### src/rtl/mvmp_pkg.sv
// ----------------------------------------------------------------------------
// mvmp_pkg
// Shared widths, command codes, beat types and modular add for the
// vector-matrix power unit.
// ----------------------------------------------------------------------------
package mvmp_pkg;

    localparam int DEF_SIZE = 11;
    localparam int VAL_W    = 62;
    localparam int WORD_W   = 63;
    localparam int IDX_W    = 4;
    localparam int STEPS    = WORD_W;

    localparam logic [WORD_W-1:0] MOD_RESET = 63'd1000000007;

    localparam logic [1:0] CMD_MAT = 2'd0;
    localparam logic [1:0] CMD_VEC = 2'd1;
    localparam logic [1:0] CMD_RUN = 2'd2;

    typedef struct packed {
        logic [1:0]        cmd;
        logic [IDX_W-1:0]  row;
        logic [IDX_W-1:0]  col;
        logic [VAL_W-1:0]  value;
        logic [WORD_W-1:0] exponent;
    } t_in_item;

    typedef struct packed {
        logic [IDX_W-1:0] index;
        logic [VAL_W-1:0] result_value;
        logic             last;
    } t_out_item;

    // one doubling step travelling down the cell row
    typedef struct packed {
        logic              vld;
        logic [WORD_W-1:0] x;
    } t_link;

    // a, b below m
    function automatic logic [WORD_W-1:0] add_mod(input logic [WORD_W-1:0] a,
                                                  input logic [WORD_W-1:0] b,
                                                  input logic [WORD_W-1:0] m);
        logic [WORD_W:0] s;
        s = {1'b0, a} + {1'b0, b};
        if (s >= {1'b0, m}) begin
            s = s - {1'b0, m};
        end
        return s[WORD_W-1:0];
    endfunction

endpackage

### src/rtl/mvmp_cell.sv
// ----------------------------------------------------------------------------
// mvmp_cell
// One column cell: holds the multiplier bits of its column and a running
// modular sum, consumes one doubled operand per beat and forwards it.
// ----------------------------------------------------------------------------
module mvmp_cell (
    input  logic                            i_clk,
    input  logic                            i_rst_n,
    input  logic [mvmp_pkg::WORD_W-1:0]     i_mod,
    input  logic                            i_clr,
    input  logic                            i_load,
    input  logic [mvmp_pkg::WORD_W-1:0]     i_y,
    input  mvmp_pkg::t_link                 i_link,
    output mvmp_pkg::t_link                 o_link,
    output logic [mvmp_pkg::WORD_W-1:0]     o_acc
);
    import mvmp_pkg::*;

    logic [WORD_W-1:0] r_y;
    logic [WORD_W-1:0] r_acc;
    t_link             r_link;

    always_ff @(posedge i_clk) begin
        if (!i_rst_n) begin
            r_link.vld <= 1'b0;
        end else begin
            r_link.vld <= i_link.vld;
        end
        r_link.x <= i_link.x;
        if (i_load) begin
            r_y <= i_y;
        end else if (i_link.vld) begin
            r_y <= r_y >> 1;
        end
        if (i_clr) begin
            r_acc <= '0;
        end else if (i_link.vld && r_y[0]) begin
            r_acc <= add_mod(r_acc, i_link.x, i_mod);
        end
    end

    assign o_link = r_link;
    assign o_acc  = r_acc;

endmodule

### config.mk
export PLATFORM = sky130hd
export DESIGN_NAME = mvmp_cell
export DESIGN_NICKNAME = d
export VERILOG_FILES = /design/src/rtl/mvmp_pkg.sv /design/src/rtl/mvmp_cell.sv
export SDC_FILE = /design/constraint.sdc
export NUM_CORES = 1
export LEC_CHECK = 0
export BUFFER_PORTS_ARGS = -buffer_cell sky130_fd_sc_hd__buf_4
export CORE_ASPECT_RATIO = 1.1
export CORE_MARGIN = 5
export CORE_UTILIZATION = 50
export CTS_BUF_LIST = sky130_fd_sc_hd__clkbuf_16
export CTS_CLUSTER_SIZE = 8
export DETAILED_ROUTE_END_ITERATION = 16
export PLACE_DENSITY = 0.78
export SYNTH_ARGS = -nofsm -noshare
export SYNTH_HDL_FRONTEND = slang
export SYNTH_SLANG_ARGS = --single-unit
### constraint.sdc
create_clock -name i_clk -period 5.4 [get_ports i_clk]
set_input_delay 1.08 -clock i_clk [delete_from_list [all_inputs] [get_ports i_clk]]
set_output_delay 1.08 -clock i_clk [all_outputs]
set_load 0.005 [all_outputs]
==> results.md <==
* Hold slack at 488 ps
* Largest family of logic cells by synthesized area: compound AO/OA/AOI/OAI gates
* Die Wd at 171 um
* Final setup violation count at 63
* Post-Place Cells at 2743
* Syn_area_per_cell at 8.61 um2
* GRT Total Usage at 32.3%
* Final Max Tran Viols at 0
* Worst clock skew at 24.2 ps
* Share of post-route cells with drive strength above 1 at 44.0%
* Multiplexer share of the synthesized area at 6.97%
* Die H at 188 um
* PwrDens at 410 mW/mm2
* Final ANT Viol Nets at 0
* Status: finished with violations
* Final Net Count at 2769
* Initial antenna violation count at 1
* Syn_nets at 1987
* Crit path arrival time at 6460 ps
* IO Pins at 321
* Compound-Gate Fraction of Synth Area at 24.9%
* GP Congestion at 0.945
* CTS Buf Count at 17
* Failing checks: negative setup slack
* Netlist cell types at 86
* Fillers at 1873
* RSZ-0062 raised after global routing: yes
* CTS Buffer Depth at 2
* Fin area at 0.0225 mm2
* Sequential Power Share at 18.9%
* Max stage delay cell, worst path: a2111oi_4
* Number of global-route vias before repair at 16539
* Initial DRT Pass Iterations at 5
* EDFF count, synth at 63
* I/O Buffers at 320
* Pin count of the biggest net entering global routing at 65
* Worst ir drop on vdd at 0.000227 V
* Non-Filler Instances at 2828
* Switching share of power at 41.7%
* Simple-Gate Fraction of Synth Area at 13.8%
* Post-synthesis sequential area ratio at 30.9%
* Global-route wire length before repair at 83800 um
* Worst Setup End Kind: register
* Final Hold Viols at 0
* Final Critical Period at 6100 ps
* #FFs+latches synth at 190
* DRC at 0
* Data required time of the worst path at 5760 ps
* HP Class: reg2reg
* Clock Latency Late Sink at 470 ps
* Crit-path max FO at 5
* Proportion of power drawn by combinational gates at 65.7%
* Synth Warn # at 0
* Core footprint at 0.0285 mm2
* Internal power at 5380 uW
* Tcrit/Tclk final at 113%
* Row Count at 65
* Vias per inst at 5.76
* CTS HTree Levels at 4
* Top FF cell, synth: dfxtp_1
* Final wirelength at 55800 um
* Leakage power at 0.0107 uW
* Hold buffers post-CTS at 0
* Startpoint Class: input pin
* Clk pin slew, worst setup/hold paths at 100 ps
* Post-Syn Instances at 1665
* Post-synthesis adder-cell area fraction at 11.3%
* P&R area growth vs syn at 56.8%
* Setup_tns at -37690 ps
* CTS sink count at 190
* Setup ws final at -705 ps
* Asr flop ratio synth at 0%
* Synth Area in XOR/XNOR at 7.08%
* Slowest stage delay, CP at 520 ps
* Drt wl/cell at 19.7 um
* Measured slew at the worst slew-check pin at 882 ps
* Mapped Area at 0.0143 mm2
* Cell Area, Placed at 0.0206 mm2
* Number of max-cap violations at 0
* F_max at 164 MHz
* Total grt overflow at 0
* Sw power at 3850 uW
* Initial core utilization at 50.3%
* CTS tree: yes
* Power share of the clock group at 15.5%
* Die ar. at 0.0322 mm2
* Vias at 16298
* Slew Limit Headroom at 41.2%
* CP Class: in2reg
* DRT iter0 DRCs at 1418
* Antenna Cells at 0
* Final core occ at 79.0%
* Clock Tree Root: clkbuf_16
* Final HPWL DP at 41900 um
routing by layer:
metal | up-vias | wire length, um | GRT usage (%)
met5 | - | 7 | 0
met1 | 7701 | 21500 | 38.6
met4 | 2 | 2530 | 12.1
li1 | 7637 | - | -
met2 | 766 | 27600 | 57.4
met3 | 192 | 4230 | 5.50
stage by stage:
step / total power, uW / worst slack (ps)
floorplan: 4700 / -10.4
global placement: 6970 / -1290
detailed placement: 7070 / -1460
CTS: 8850 / -283
global route: 9740 / -826
finish: 9220 / -705
cells in the final DEF, fill, tap and decap left out, types with 45 or more instances in the layout:
master and instances:
xnor2_1 63, buf_4 816, ha_1 106, nand2_1 129, a21oi_1 170, a21o_1 49
dfxtp_1 127, mux2_2 62, edfxtp_1 63, o21ai_0 52, a211oi_1 45, inv_1 102
nor2_1 121
area by class of cell:
cell class                 count  area (um2)  share of cell area (%)
clock buffer                  17         425                    1.89
clock inverter                15         226                    1.01
inverter                     102         383                    1.70
multi-input combinational   1296       10100                    44.8
sequential                   190        4430                    19.7
tap                          368         460                    2.05
timing repair buffer         840        6470                    28.8
repair_timing:
item                                    in CTS  in global routing
gates resized for setup                     87                 68
cloned                                       3                  1
setup buffers                               36                 17
pin swaps                                   68                 77
endpoints found under the setup margin      63                 63
state kept, by name, summed over array words and instances (netlist names):
name,count
o_link,64
o_acc,63
r_y,63
power groups by stage:
stage	sequential, uW	combinational (uW)	clock, uW
finish	1740	6060	1430
global route	1750	6490	1490
CTS	1740	5690	1420
detailed placement	1760	5310	0
global placement	1760	5210	0
floorplan	1750	2950	0
cell families after synthesis:
logic type,Yosys count
XOR/XNOR,115
AND/OR/NAND/NOR,421
adder cells (fa/ha/maj),128
flip-flops,190
AO/OA/AOI/OAI,539
multiplexers,92
buffers and inverters,180
critical path, delay by kind of cell:
family	cells	cell delay (ps)
XOR/XNOR	1	280
adder cells (fa/ha/maj)	2	570
AND/OR/NAND/NOR	7	1250
AO/OA/AOI/OAI	12	2650
buffers and inverters	4	630
Yosys cell counts (all sizes together) (4+ instances only):
cell type / number / area share, %
or3: 9 / 0.39
a2111oi: 5 / 0.44
o21bai: 35 / 1.9
inv: 102 / 2.7
a22oi: 4 / 0.21
a21oi: 189 / 6.7
a311oi: 7 / 0.52
and2: 11 / 0.48
a211oi: 58 / 3.2
o22ai: 4 / 0.17
nand2: 138 / 3.6
nand2b: 10 / 0.44
xnor2: 69 / 4.3
xor2: 46 / 2.8
nor2b: 13 / 0.57
ha: 126 / 11
clkbuf: 63 / 1.7
or2: 6 / 0.26
nor2: 129 / 3.4
edfxtp: 63 / 13
o211ai: 22 / 1.2
a211o: 8 / 0.49
mux2: 62 / 4.9
mux2i: 30 / 2.1
a31oi: 14 / 0.65
and4: 7 / 0.43
dfxtp: 127 / 18
o21a: 17 / 0.89
o21ai: 78 / 2.8
nand3: 28 / 1.0
o31ai: 10 / 0.62
a21o: 49 / 2.6
buf: 15 / 0.70
and3: 5 / 0.22
nand4: 32 / 1.4
nor4: 6 / 0.26
nor3: 22 / 1.0
a21boi: 6 / 0.34
final timing paths:
path | endpoint | cells past startpoint | slack [ps] | from
worst max register to register | o_acc[49]$_SDFFE_PP0P_ | 25 | -390 | o_acc[13]$_SDFFE_PP0P_
worst min-delay path | o_acc[27]$_SDFFE_PP0P_ | 2 | 490 | o_acc[27]$_SDFFE_PP0P_
worst min register to register | o_acc[27]$_SDFFE_PP0P_ | 2 | 490 | o_acc[27]$_SDFFE_PP0P_
worst max-delay path | o_acc[49]$_SDFFE_PP0P_ | 26 | -700 | i_link[11]
(Power assumes the default switching activity.)
